**src/design/acrr_pkg.sv**
```systemverilog
// acrr_pkg: shared widths, result codes and the window arithmetic of the
// cumulative-ACK reorder receiver. No dependencies.

package acrr_pkg;

  localparam int SEQ_W = 32;
  localparam int TAG_W = 32;
  localparam int WIN_W = 16;

  localparam logic KIND_DELIVER = 1'b0;
  localparam logic KIND_ACK     = 1'b1;

  localparam logic [WIN_W-1:0] ADV_WINDOW_RESET = 16'd16;

  // Advertised window minus buffered count, floored at zero.
  function automatic logic [WIN_W-1:0] win_left(input logic [WIN_W-1:0] adv,
                                                input logic [WIN_W-1:0] cnt);
    return (adv > cnt) ? (adv - cnt) : '0;
  endfunction

endpackage

```
**src/design/acrr_ram.sv**
```systemverilog
// acrr_ram: generic single-write, single-read RAM with a registered read port.
// Depends on nothing.

module acrr_ram #(
  parameter int WIDTH = 32,
  parameter int DEPTH = 16
) (
  input  logic                     clk,
  input  logic                     wr_en,
  input  logic [$clog2(DEPTH)-1:0] wr_addr,
  input  logic [WIDTH-1:0]         wr_data,
  input  logic                     rd_en,
  input  logic [$clog2(DEPTH)-1:0] rd_addr,
  output logic [WIDTH-1:0]         rd_data
);

  logic [WIDTH-1:0] mem [DEPTH];

  always_ff @(posedge clk) begin
    if (wr_en) begin
      mem[wr_addr] <= wr_data;
    end
    if (rd_en) begin
      rd_data <= mem[rd_addr];
    end
  end

endmodule

```
**src/design/cumulative_ack_reorder_receiver.sv**
```systemverilog
// cumulative_ack_reorder_receiver: top level, control sequencer, occupancy bits
// and result registers. Uses acrr_pkg and one acrr_ram for the buffered tags.
//
// Usage:
//   Input: present a segment (in_seq_num, in_payload_tag) with start high; it
//   is taken at the rising edge where start is high and busy is low.
//   Results: each result sits on the out_ ports for exactly one cycle with
//   out_strobe high. The receiver cannot stall, so nothing is held back.
//   Config: cfg_wr_en writes cfg_wr_data into the advertised window at once.
// Timing and throughput:
//   A segment ahead of the expected number (buffered or overflowed) gives its
//   ACK in the cycle after acceptance; busy stays low, so one segment a cycle.
//   An old segment gives no result.
//   An in-order segment with k buffered successors gives its delivery in the cycle
//   after acceptance, then one delivery a cycle, then the ACK; busy stays high until
//   the drain loop, which reads one tag a cycle from the RAM, finds an empty slot.
// Reset (rst_n low, synchronous): expected number and head slot return to zero,
//   all slots are marked empty, the advertised window returns to 16. The tag
//   RAM is not cleared; an entry is read only after it has been written.

module cumulative_ack_reorder_receiver #(
  parameter int WINDOW_DEPTH = 16
) (
  input  logic                       clk,
  input  logic                       rst_n,
  input  logic                       start,
  output logic                       busy,
  input  logic [acrr_pkg::SEQ_W-1:0] in_seq_num,
  input  logic [acrr_pkg::TAG_W-1:0] in_payload_tag,
  input  logic                       cfg_wr_en,
  input  logic [acrr_pkg::WIN_W-1:0] cfg_wr_data,
  output logic                       out_strobe,
  output logic                       out_kind,
  output logic [acrr_pkg::SEQ_W-1:0] out_deliver_seq,
  output logic [acrr_pkg::TAG_W-1:0] out_deliver_tag,
  output logic [acrr_pkg::SEQ_W-1:0] out_ack_num,
  output logic [acrr_pkg::WIN_W-1:0] out_window_left,
  output logic                       out_overflow,
  output logic                       out_last
);

  localparam int IDX_W = $clog2(WINDOW_DEPTH);
  localparam int CNT_W = $clog2(WINDOW_DEPTH);

  localparam logic ST_IDLE  = 1'b0;
  localparam logic ST_DRAIN = 1'b1;

  logic                       state_r, state_nxt;
  logic [acrr_pkg::SEQ_W-1:0] exp_r, exp_nxt;
  logic [IDX_W-1:0]           head_r, head_nxt;
  logic [CNT_W-1:0]           cnt_r, cnt_nxt;
  logic [WINDOW_DEPTH-1:0]    present_r, present_nxt;
  logic [acrr_pkg::WIN_W-1:0] adv_r;

  logic                       strobe_r, strobe_nxt;
  logic                       kind_r, kind_nxt;
  logic [acrr_pkg::SEQ_W-1:0] dseq_r, dseq_nxt;
  logic [acrr_pkg::TAG_W-1:0] dtag_r, dtag_nxt;
  logic                       tag_sel_r, tag_sel_nxt;
  logic [acrr_pkg::SEQ_W-1:0] ack_r, ack_nxt;
  logic [acrr_pkg::WIN_W-1:0] win_r, win_nxt;
  logic                       ovf_r, ovf_nxt;
  logic                       last_r, last_nxt;

  logic                       accept;
  logic [acrr_pkg::SEQ_W-1:0] seq_gap;
  logic                       is_old;
  logic                       is_over;
  logic [IDX_W:0]             slot_sum;
  logic [IDX_W-1:0]           slot;
  logic [IDX_W-1:0]           head_inc;

  logic                       ram_wr_en;
  logic                       ram_rd_en;
  logic [acrr_pkg::TAG_W-1:0] ram_rd_data;

  assign busy   = (state_r == ST_DRAIN);
  assign accept = start && !busy;

  assign seq_gap = in_seq_num - exp_r;
  assign is_old  = seq_gap[acrr_pkg::SEQ_W-1];
  assign is_over = !is_old && (seq_gap >= acrr_pkg::SEQ_W'(WINDOW_DEPTH));

  // Slot of an ahead segment: head plus distance, wrapped once.
  assign slot_sum = {1'b0, head_r} + seq_gap[IDX_W:0];
  assign slot = (slot_sum >= (IDX_W+1)'(WINDOW_DEPTH)) ?
                IDX_W'(slot_sum - (IDX_W+1)'(WINDOW_DEPTH)) : slot_sum[IDX_W-1:0];

  assign head_inc = (head_r == IDX_W'(WINDOW_DEPTH - 1)) ? '0 : head_r + 1'b1;

  always_comb begin
    state_nxt   = state_r;
    exp_nxt     = exp_r;
    head_nxt    = head_r;
    cnt_nxt     = cnt_r;
    present_nxt = present_r;
    strobe_nxt  = 1'b0;
    kind_nxt    = kind_r;
    dseq_nxt    = dseq_r;
    dtag_nxt    = dtag_r;
    tag_sel_nxt = tag_sel_r;
    ack_nxt     = ack_r;
    win_nxt     = win_r;
    ovf_nxt     = ovf_r;
    last_nxt    = last_r;
    ram_wr_en   = 1'b0;
    ram_rd_en   = 1'b0;

    unique case (state_r)
      ST_IDLE: begin
        if (accept && (seq_gap == '0)) begin
          // In order: deliver now, then drain successors.
          strobe_nxt  = 1'b1;
          kind_nxt    = acrr_pkg::KIND_DELIVER;
          dseq_nxt    = in_seq_num;
          dtag_nxt    = in_payload_tag;
          tag_sel_nxt = 1'b0;
          ack_nxt     = '0;
          win_nxt     = '0;
          ovf_nxt     = 1'b0;
          last_nxt    = 1'b0;
          exp_nxt     = exp_r + 1'b1;
          head_nxt    = head_inc;
          state_nxt   = ST_DRAIN;
        end else if (accept && !is_old) begin
          strobe_nxt  = 1'b1;
          kind_nxt    = acrr_pkg::KIND_ACK;
          dseq_nxt    = '0;
          dtag_nxt    = '0;
          tag_sel_nxt = 1'b0;
          ack_nxt     = exp_r;
          ovf_nxt     = is_over;
          last_nxt    = 1'b1;
          if (!is_over && !present_r[slot]) begin
            // Keep the first copy of a duplicate; store only into an empty slot.
            ram_wr_en          = 1'b1;
            present_nxt[slot]  = 1'b1;
            cnt_nxt            = cnt_r + 1'b1;
          end
          win_nxt = acrr_pkg::win_left(adv_r, acrr_pkg::WIN_W'(cnt_nxt));
        end
      end
      ST_DRAIN: begin
        if (present_r[head_r]) begin
          // Tag arrives from the RAM in the cycle the delivery is shown.
          ram_rd_en           = 1'b1;
          present_nxt[head_r] = 1'b0;
          cnt_nxt             = cnt_r - 1'b1;
          strobe_nxt          = 1'b1;
          kind_nxt            = acrr_pkg::KIND_DELIVER;
          dseq_nxt            = exp_r;
          tag_sel_nxt         = 1'b1;
          ack_nxt             = '0;
          win_nxt             = '0;
          ovf_nxt             = 1'b0;
          last_nxt            = 1'b0;
          exp_nxt             = exp_r + 1'b1;
          head_nxt            = head_inc;
        end else begin
          strobe_nxt  = 1'b1;
          kind_nxt    = acrr_pkg::KIND_ACK;
          dseq_nxt    = '0;
          dtag_nxt    = '0;
          tag_sel_nxt = 1'b0;
          ack_nxt     = exp_r;
          win_nxt     = acrr_pkg::win_left(adv_r, acrr_pkg::WIN_W'(cnt_r));
          ovf_nxt     = 1'b0;
          last_nxt    = 1'b1;
          state_nxt   = ST_IDLE;
        end
      end
      default: begin
        state_nxt = ST_IDLE;
      end
    endcase
  end

  always_ff @(posedge clk) begin
    if (!rst_n) begin
      state_r   <= ST_IDLE;
      exp_r     <= '0;
      head_r    <= '0;
      cnt_r     <= '0;
      present_r <= '0;
      strobe_r  <= 1'b0;
      adv_r     <= acrr_pkg::ADV_WINDOW_RESET;
    end else begin
      state_r   <= state_nxt;
      exp_r     <= exp_nxt;
      head_r    <= head_nxt;
      cnt_r     <= cnt_nxt;
      present_r <= present_nxt;
      strobe_r  <= strobe_nxt;
      if (cfg_wr_en) begin
        adv_r <= cfg_wr_data;
      end
    end
  end

  always_ff @(posedge clk) begin
    kind_r    <= kind_nxt;
    dseq_r    <= dseq_nxt;
    dtag_r    <= dtag_nxt;
    tag_sel_r <= tag_sel_nxt;
    ack_r     <= ack_nxt;
    win_r     <= win_nxt;
    ovf_r     <= ovf_nxt;
    last_r    <= last_nxt;
  end

  acrr_ram #(
    .WIDTH (acrr_pkg::TAG_W),
    .DEPTH (WINDOW_DEPTH)
  ) u_tag_ram (
    .clk     (clk),
    .wr_en   (ram_wr_en),
    .wr_addr (slot),
    .wr_data (in_payload_tag),
    .rd_en   (ram_rd_en),
    .rd_addr (head_r),
    .rd_data (ram_rd_data)
  );

  assign out_strobe      = strobe_r;
  assign out_kind        = kind_r;
  assign out_deliver_seq = dseq_r;
  assign out_deliver_tag = tag_sel_r ? ram_rd_data : dtag_r;
  assign out_ack_num     = ack_r;
  assign out_window_left = win_r;
  assign out_overflow    = ovf_r;
  assign out_last        = last_r;

endmodule

```
**config.mk**
```make
export PLATFORM = sky130hd
export DESIGN_NAME = cumulative_ack_reorder_receiver
export DESIGN_NICKNAME = d
export VERILOG_FILES = /design/src/design/acrr_pkg.sv /design/src/design/acrr_ram.sv /design/src/design/cumulative_ack_reorder_receiver.sv
export SDC_FILE = /design/constraint.sdc
export NUM_CORES = 1
export LEC_CHECK = 0
export BUFFER_PORTS_ARGS = -buffer_cell sky130_fd_sc_hd__buf_2
export CORE_AREA = 2 2 228 230
export CTS_BUF_LIST = sky130_fd_sc_hd__clkbuf_4 sky130_fd_sc_hd__clkbuf_8
export DETAILED_ROUTE_END_ITERATION = 16
export DIE_AREA = 0 0 230 232
export HOLD_SLACK_MARGIN = 0.05
export PLACE_DENSITY = 0.88
export SETUP_SLACK_MARGIN = 0.5
export SLEW_MARGIN = 40
export SYNTH_ARGS = -nofsm -noshare
export SYNTH_HDL_FRONTEND = slang
export SYNTH_HIERARCHICAL = 1
export SYNTH_SLANG_ARGS = --single-unit
```
**constraint.sdc**
```tcl
create_clock -name clk -period 11.2 [get_ports clk]
set_input_delay 2.24 -clock clk [delete_from_list [all_inputs] [get_ports clk]]
set_output_delay 2.24 -clock clk [all_outputs]
set_load 0.01 [all_outputs]
```
== Word level (Yosys, flattened, before mapping) ==
Memories as Yosys holds them, arrays and structs flattened. A register that Yosys moved wholly into a read port is not among the register bits.
Index checks and enable logic that the tools add are counted.

* Equality and inequality tests: 8
* Reduce and logical (&&, ||, !) cells: 16
* Muxes and demuxes: 70
* $add $sub $neg: 9
* Bitwise operators: 4
* Order comparisons: 8

{| class="wikitable"
|+ Operators by type and width
! operator !! number
|-
| $mux W32 || 11
|-
| $pmux W32 S2 || 4
|-
| $mux W16 || 9
|-
| $pmux W16 S2 || 2
|-
| $mux W4 || 11
|-
| $add A32 B1 Y32 const B || 1
|-
| $ge A32 B5 Y1 const B || 1
|-
| $gt A16 B4 Y1 || 2
|-
| $logic_not A32 Y1 || 1
|-
| $sub A16 B4 Y16 || 2
|-
| $sub A32 B32 Y32 || 1
|-
| $mux W1 || 22
|-
| $and A16 B16 Y16 || 1
|-
| $not A16 Y16 || 1
|-
| $or A16 B16 Y16 || 1
|-
| $pmux W4 S2 || 2
|-
| $lt A4 B5 Y1 const B || 2
|-
| $ne A2 B2 Y1 const B || 5
|-
| $pmux W1 S2 || 5
|-
| $add A4 B1 Y4 const B || 2
|-
| $bmux W1 S4 || 2
|-
| $demux W1 S4 || 2
|-
| $ge A4 B1 Y1 const B || 2
|-
| $sub A4 B1 Y4 const B || 2
|-
| other kinds (11) || 21
|}

* Memory bits (writable): 512
* Memories kept: 1
* Output and inout bits: 117
* Bits in registers: 189
* Word-level logic and storage cells: 130
* Input bits: 84

{| class="wikitable"
|+ Memories
! memory !! depth !! width !! rd ports !! clocked after Yosys merged registers in !! wr ports !! RTL line !! RTL
|-
| u_tag_ram.mem || 16 || 32 || 1 || 1 || 1 || acrr_ram.sv:17 || <nowiki>logic [WIDTH-1:0] mem [DEPTH];</nowiki>
|}

== Depth between registers and ports, before layout ==
* Depth after elaboration: 17
* Mapped depth: 25
* Gate-level depth less buffers: 25

== By module ==
Netlist, hierarchy kept.

{| class="wikitable"
|+ By module, submodules not included
! module !! instances !! seq. area each (sq um) !! area an instance (sq um) !! cells an instance
|-
| acrr_ram || 1 || 16335.7 || 20155.6 || 838
|-
| cumulative_ack_reorder_receiver || 1 || 4934.7 || 11569.8 || 1244
|}

== Least setup slack after synthesis ==
OpenSTA, ideal clock, no wires.

* Path kind: in2reg
* From: input in_seq_num[0] (netlist name)
* To: memory u_tag_ram.mem[0][0] (enable)
* Setup slack: 2.118 ns
* Cell stages on the path: 17
* Data required time: 10.739 ns
* Arrival time: 8.621 ns
* Library setup time: 0.461 ns
* Buffers on the path: 1
* Path through: inv_1 ha_1 fa_1 and2b_1 o2111ai_1 a211oi_2 o211ai_1 a31oi_1 o221ai_1 or4_4 nor4_4 o21bai_4 or4_4 buf_6 inv_1 or3b_2 nor3_1

* Cells in the longest elaborated chain, start to end: 14
* Elaborated cells between the ends (all ways): 22
* Those cells by class: add/sub: 3; order compare: 2; mux: 9; reduce/logical: 8

{| class="wikitable"
|+ RTL lines
! what !! RTL line !! RTL
|-
| start, declared || cumulative_ack_reorder_receiver.sv:28 || <nowiki>input logic [acrr_pkg::SEQ_W-1:0] in_seq_num,</nowiki>
|-
| $sub A32 B32 Y32 (*) || cumulative_ack_reorder_receiver.sv:80 || <nowiki>assign seq_gap = in_seq_num - exp_r;</nowiki>
|-
| $add A4 B5 Y5 || cumulative_ack_reorder_receiver.sv:85 || <nowiki>assign slot_sum = {1'b0, head_r} + seq_gap[IDX_W:0];</nowiki>
|-
| $sub A4 B1 Y4 / $ge A5 B5 Y1 (equally long branches) || cumulative_ack_reorder_receiver.sv:87, cumulative_ack_reorder_receiver.sv:86 ||
|-
| $mux W4 || cumulative_ack_reorder_receiver.sv:86 || <nowiki>assign slot = (slot_sum >= (IDX_W+1)'(WINDOW_DEPTH)) ?</nowiki>
|-
| $bmux W1 S4 || cumulative_ack_reorder_receiver.sv:134 || <nowiki>if (!is_over && !present_r[slot]) begin</nowiki>
|-
| $mux W1 (not written as such) || cumulative_ack_reorder_receiver.sv:134 ||
|-
| $logic_not A1 Y1 || cumulative_ack_reorder_receiver.sv:134 ||
|-
| $logic_and A1 B1 Y1 || cumulative_ack_reorder_receiver.sv:134 ||
|-
| $mux W1 || cumulative_ack_reorder_receiver.sv:134 ||
|-
| $mux W1 || cumulative_ack_reorder_receiver.sv:125 || <nowiki>end else if (accept && !is_old) begin</nowiki>
|-
| $mux W1 (*) || cumulative_ack_reorder_receiver.sv:111 || <nowiki>if (accept && (seq_gap == '0)) begin</nowiki>
|-
| $mux W1 (*) || cumulative_ack_reorder_receiver.sv:109 || <nowiki>unique case (state_r)</nowiki>
|-
| via ram_wr_en || cumulative_ack_reorder_receiver.sv:73 || <nowiki>logic ram_wr_en;</nowiki>
|-
| $mux W1 (*) || acrr_ram.sv:20 || <nowiki>if (wr_en) begin</nowiki>
|-
| $mux W1 (not written as such) (*) || acrr_ram.sv:21 || <nowiki>mem[wr_addr] <= wr_data;</nowiki>
|-
| end, declared || acrr_ram.sv:17 ||
|}

The timed path passes the listed nets; every way through them passes the cells marked *. The select of a mux whose other input is x is not followed.

== Final worst setup path ==
* From: input in_seq_num[0] (netlist name)
* To: register win_r (netlist bit out_window_left[13]) (data pin)

* Cells in the longest elaborated chain, start to end: 17
* Elaborated cells between the ends (all ways): 25
* Those cells by class: add/sub: 4; order compare: 3; mux: 11; reduce/logical: 7

{| class="wikitable"
|+ RTL lines
! what !! RTL line !! RTL
|-
| $sub A32 B32 Y32 (*) || cumulative_ack_reorder_receiver.sv:80 ||
|-
| $add A4 B5 Y5 || cumulative_ack_reorder_receiver.sv:85 ||
|-
| $sub A4 B1 Y4 / $ge A5 B5 Y1 (equally long branches) || cumulative_ack_reorder_receiver.sv:87, cumulative_ack_reorder_receiver.sv:86 ||
|-
| $mux W4 || cumulative_ack_reorder_receiver.sv:86 ||
|-
| $bmux W1 S4 || cumulative_ack_reorder_receiver.sv:134 ||
|-
| $mux W1 (not written as such) || cumulative_ack_reorder_receiver.sv:134 ||
|-
| $logic_not A1 Y1 || cumulative_ack_reorder_receiver.sv:134 ||
|-
| $logic_and A1 B1 Y1 || cumulative_ack_reorder_receiver.sv:134 ||
|-
| [... 2 more ...] || n/a ||
|-
| $mux W4 || cumulative_ack_reorder_receiver.sv:111 ||
|-
| $mux W4 || cumulative_ack_reorder_receiver.sv:109 ||
|-
| $sub A16 B4 Y16 / $gt A16 B4 Y1 (equally long branches) || acrr_pkg.sv:18 || <nowiki>return (adv > cnt) ? (adv - cnt) : '0;</nowiki>
|-
| $mux W16 || acrr_pkg.sv:18 ||
|-
| $mux W16 || cumulative_ack_reorder_receiver.sv:125 ||
|-
| $mux W16 (*) || cumulative_ack_reorder_receiver.sv:111 ||
|-
| $pmux W16 S2 (*) || cumulative_ack_reorder_receiver.sv:109 ||
|-
| via win_nxt (one bit) || cumulative_ack_reorder_receiver.sv:61 || <nowiki>logic [acrr_pkg::WIN_W-1:0] win_r, win_nxt;</nowiki>
|-
| end signal, assigned || cumulative_ack_reorder_receiver.sv:206 || <nowiki>win_r <= win_nxt;</nowiki>
|-
| end, declared || cumulative_ack_reorder_receiver.sv:61 ||
|}

Marks and branches as above.
A chain may end at the register's enable or synchronous reset.

==> impl_metrics.yaml <==
sta:
  period_share_pct: 68.3
  fin_worst_skew_ps: 62.6
  setup_viol: 0
  layout_min_cycle_time_ps: 7650
  whs_ps: 472
  worstMarginPinSlew_ps: 805
  grt_setup_unrepaired: "no"
  max_freq_mhz: 131
  report.final.slew_viol_count: 0
  setup_ws_ps: 3550
  setup-tns-final_ps: 0
  timing_hold_violations_final: 0
  max_slew_margin_pct: 46.3
finish:
  final_layout_size_suffix_gt1_share_pct: 26.8
  final_cell_count_no_fill: 3095
  area_delta_synth_final_pct: 13.9
  finish.utilization_pct: 71.0
  final_net_count: 2455
global_route:
  maximum_number_of_pins_on_one_net_before_global_route_repair: 75
  grt_busiest_layer: "met2"
  global_route_wire_length_before_repair_um: 121000
  met2_usage_pct: 49.9
  global_route.overflow_total: 0
  globalRouteMet1Util_pct: 39.5
  globalRouteMet3Util_pct: 5.87
  initial_antenna_violation_count: 7
  number_of_global_route_vias_before_repair: 20600
  track_usage_pct: 30.2
power_and_ir_drop:
  p_per_area_nw_per_um2: 153
  vdd.ir_drop.worst_v: 0.000150
  total_leakage_power_uw: 0.0121
clock_network:
  clk_pin_slew_ps: 60
  cts.path.max_buffers: 3
  holdBufCountCts: 0
  cts_setup_buffers: 0
  cts_max_level: 3
  insertion_delay_ps: 740
  tritoncts: "done"
  numCtsBuffers: 110
  cts.repair.resized: 0
  cts.root.buffer_cell: "clkbuf_8"
  cts_num_sinks: 733
yosys:
  yosys.cell_types.count: 79
  dominantRegCellSynth: "edfxtp_1"
  synthesis.instances: 2082
  syn_avg_cell_area_um2: 15.2
  synth_area_um2: 31700
  synth-edff-count: 659
  fraction_of_the_yosys_area_taken_by_sequential_cells_pct: 67.0
  share_of_flip_flops_with_an_asynchronous_set_or_reset_after_synthesis_pct: 0
  synthesized_nets: 2219
  yosys_warnings: 6
  postSynthRegisterBits: 733
floorplan:
  die_area_um2: 53400
  site_row_count: 83
  io_pins: 201
  floorplan.initialDensity_pct: 62.3
  die_h_um: 232
  floorplan.core_area_um2: 50900
  die_w_um: 230
place:
  half_perimeter_wire_length_of_the_detailed_placement_result_um: 51400
  placed_cells_incl_taps: 2885
  pre_cts_slack_ps: 2960
  globalplace.congestion: 0.954
  port-buffer-count: 200
worst_setup_path:
  worst-path-buf-inv: 2
  critPathKind: "input pin to register"
  path_cells: "buf_2, inv_1, ha_1, fa_1, and2b_1, o2111ai_1, a211oi_2, o211ai_1, a31oi_1, o221ai_1, or4_4, nor4_4, o21bai_4, mux2i_1, ha_1, nor2b_1, o21ai_0, nand2b_1, a211o_1, nor3_1, nand2_1, nor3_1, xnor2_1, o22ai_1"
  worstPathMaxFanout: 7
  timing.critical_path.max_delay_family: "simple AND/OR/NAND/NOR gates"
  max_stage_delay_ps: 540
  worstPathArrival_ps: 8060
  crit_path_slowest_cell: "or4_4"
  critical_path_required_ps: 11610
  worstSetupEndpointType: "register"
  critical_path.startpoint_type: "input pin"
routing:
  route.detailed.drc: 0
  drt.antenna.violating_nets: 0
  vias_per_cell: 6.60
  routed_wire_length_per_instance_um: 25.8
  detail_route.iter0.violations: 2531
  first_pass_iters: 8
  postRouteWirelength_um: 79900
  routed-via-count: 20400
status:
  result_of_the_run: "finished, final reports clean"
run:
  max_cap_viol_count: 0
hold_path:
  worst_hold_check_path_type: "register to register"
-- per-layer routing --
layer  wire [µm]  vias to the layer above
met5          25                        -
met4        3200                        4
met3        7540                      254
met2       39600                     1399
met1       29500                    10100
li1            -                     8651
-- synth_stat cells (33+ instances only) --
master | n | share of area [%]
ha_1 | 49 | 1.9
mux2_2 | 33 | 1.2
edfxtp_1 | 659 | 62
clkbuf_1 | 74 | 0.88
and2_1 | 41 | 0.81
nand3_1 | 39 | 0.62
dfxtp_1 | 74 | 4.7
a22oi_1 | 65 | 1.5
nor2_1 | 125 | 1.5
nand2_1 | 170 | 2.0
o21ai_0 | 65 | 1.0
mux4_2 | 136 | 9.7
inv_1 | 60 | 0.71
a21oi_1 | 71 | 1.1
-- placed cells by master (no fill, tap or decap), drive strengths merged, types with 65 or more instances in the layout --
cell type  synthesis  layout
edfxtp           659     659
buf               48     246
nand2            171     171
clkbuf            74     161
mux4             136     136
nor2             125     125
dfxtp             74      74
a21oi             71      71
o21ai             69      69
inv               61      66
a22oi             65      65
-- worst min-delay path: stages, from the launching register on --
cell and delay (ps):
dfxtp_1 310, nand2_1 60, mux2i_1 60
-- cell families after synthesis --
| kind of cell | synth area share, % |
|---|---|
| compound gates | 7.64 |
| xor+xnor | 1.12 |
| fa+ha+maj | 2.18 |
| buf+inv | 2.41 |
| flops | 67.0 |
| mux | 11.7 |
| simple gates | 7.90 |
-- power by group --
part	switching, µW	total [µW]	internal, µW
sequential	17.3	3040	3020
clock	1040	2190	1150
combinational	190	287	96.8
-- registers in the layout (all words and copies together), names as in the netlist --
signal,flops
out_ack_num,32
cnt_r,4
head_r,4
out_deliver_seq,32
present_r,16
out_window_left,16
busy,1
adv_r,16
u_tag_ram/mem,512
out_last,1
tag_sel_r,1
u_tag_ram/rd_data,32
dtag_r,32
exp_r,32
out_overflow,1
out_strobe,1
-- area by class of cell --
| cell class | instances | area [µm²] |
|---|---|---|
| multi-input combinational | 1164 | 9850 |
| fill | 2976 | 14700 |
| inverter | 63 | 236 |
| sequential | 733 | 21300 |
| clock buffer | 161 | 1950 |
| tap | 680 | 851 |
| antenna | 4 | 10.0 |
| timing repair buffer | 246 | 1690 |
| clock inverter | 44 | 280 |
-- worst paths after layout --
kind | start | endpoint | slack [ps] | cells past startpoint
worst min-delay path | exp_r[21]$_SDFFE_PN0P_ | exp_r[21]$_SDFFE_PN0P_ | 470 | 2
worst max register to register | exp_r[2]$_SDFFE_PN0P_ | out_window_left[13]$_DFFE_PP_ | 4660 | 22
worst max-delay path | in_seq_num[0] | out_window_left[13]$_DFFE_PP_ | 3550 | 24
worst min register to register | exp_r[21]$_SDFFE_PN0P_ | exp_r[21]$_SDFFE_PN0P_ | 470 | 2
-- through the flow --
stage / power [µW] / instance area, µm²
3_5_place_dp: 3380 / 33900
2_1_floorplan: 3250 / 31700
5_1_grt: 5680 / 36100
6_report: 5520 / 36100
3_3_place_gp: 3360 / 33400
4_1_cts: 5540 / 36100
(Power assumes the default switching activity.)
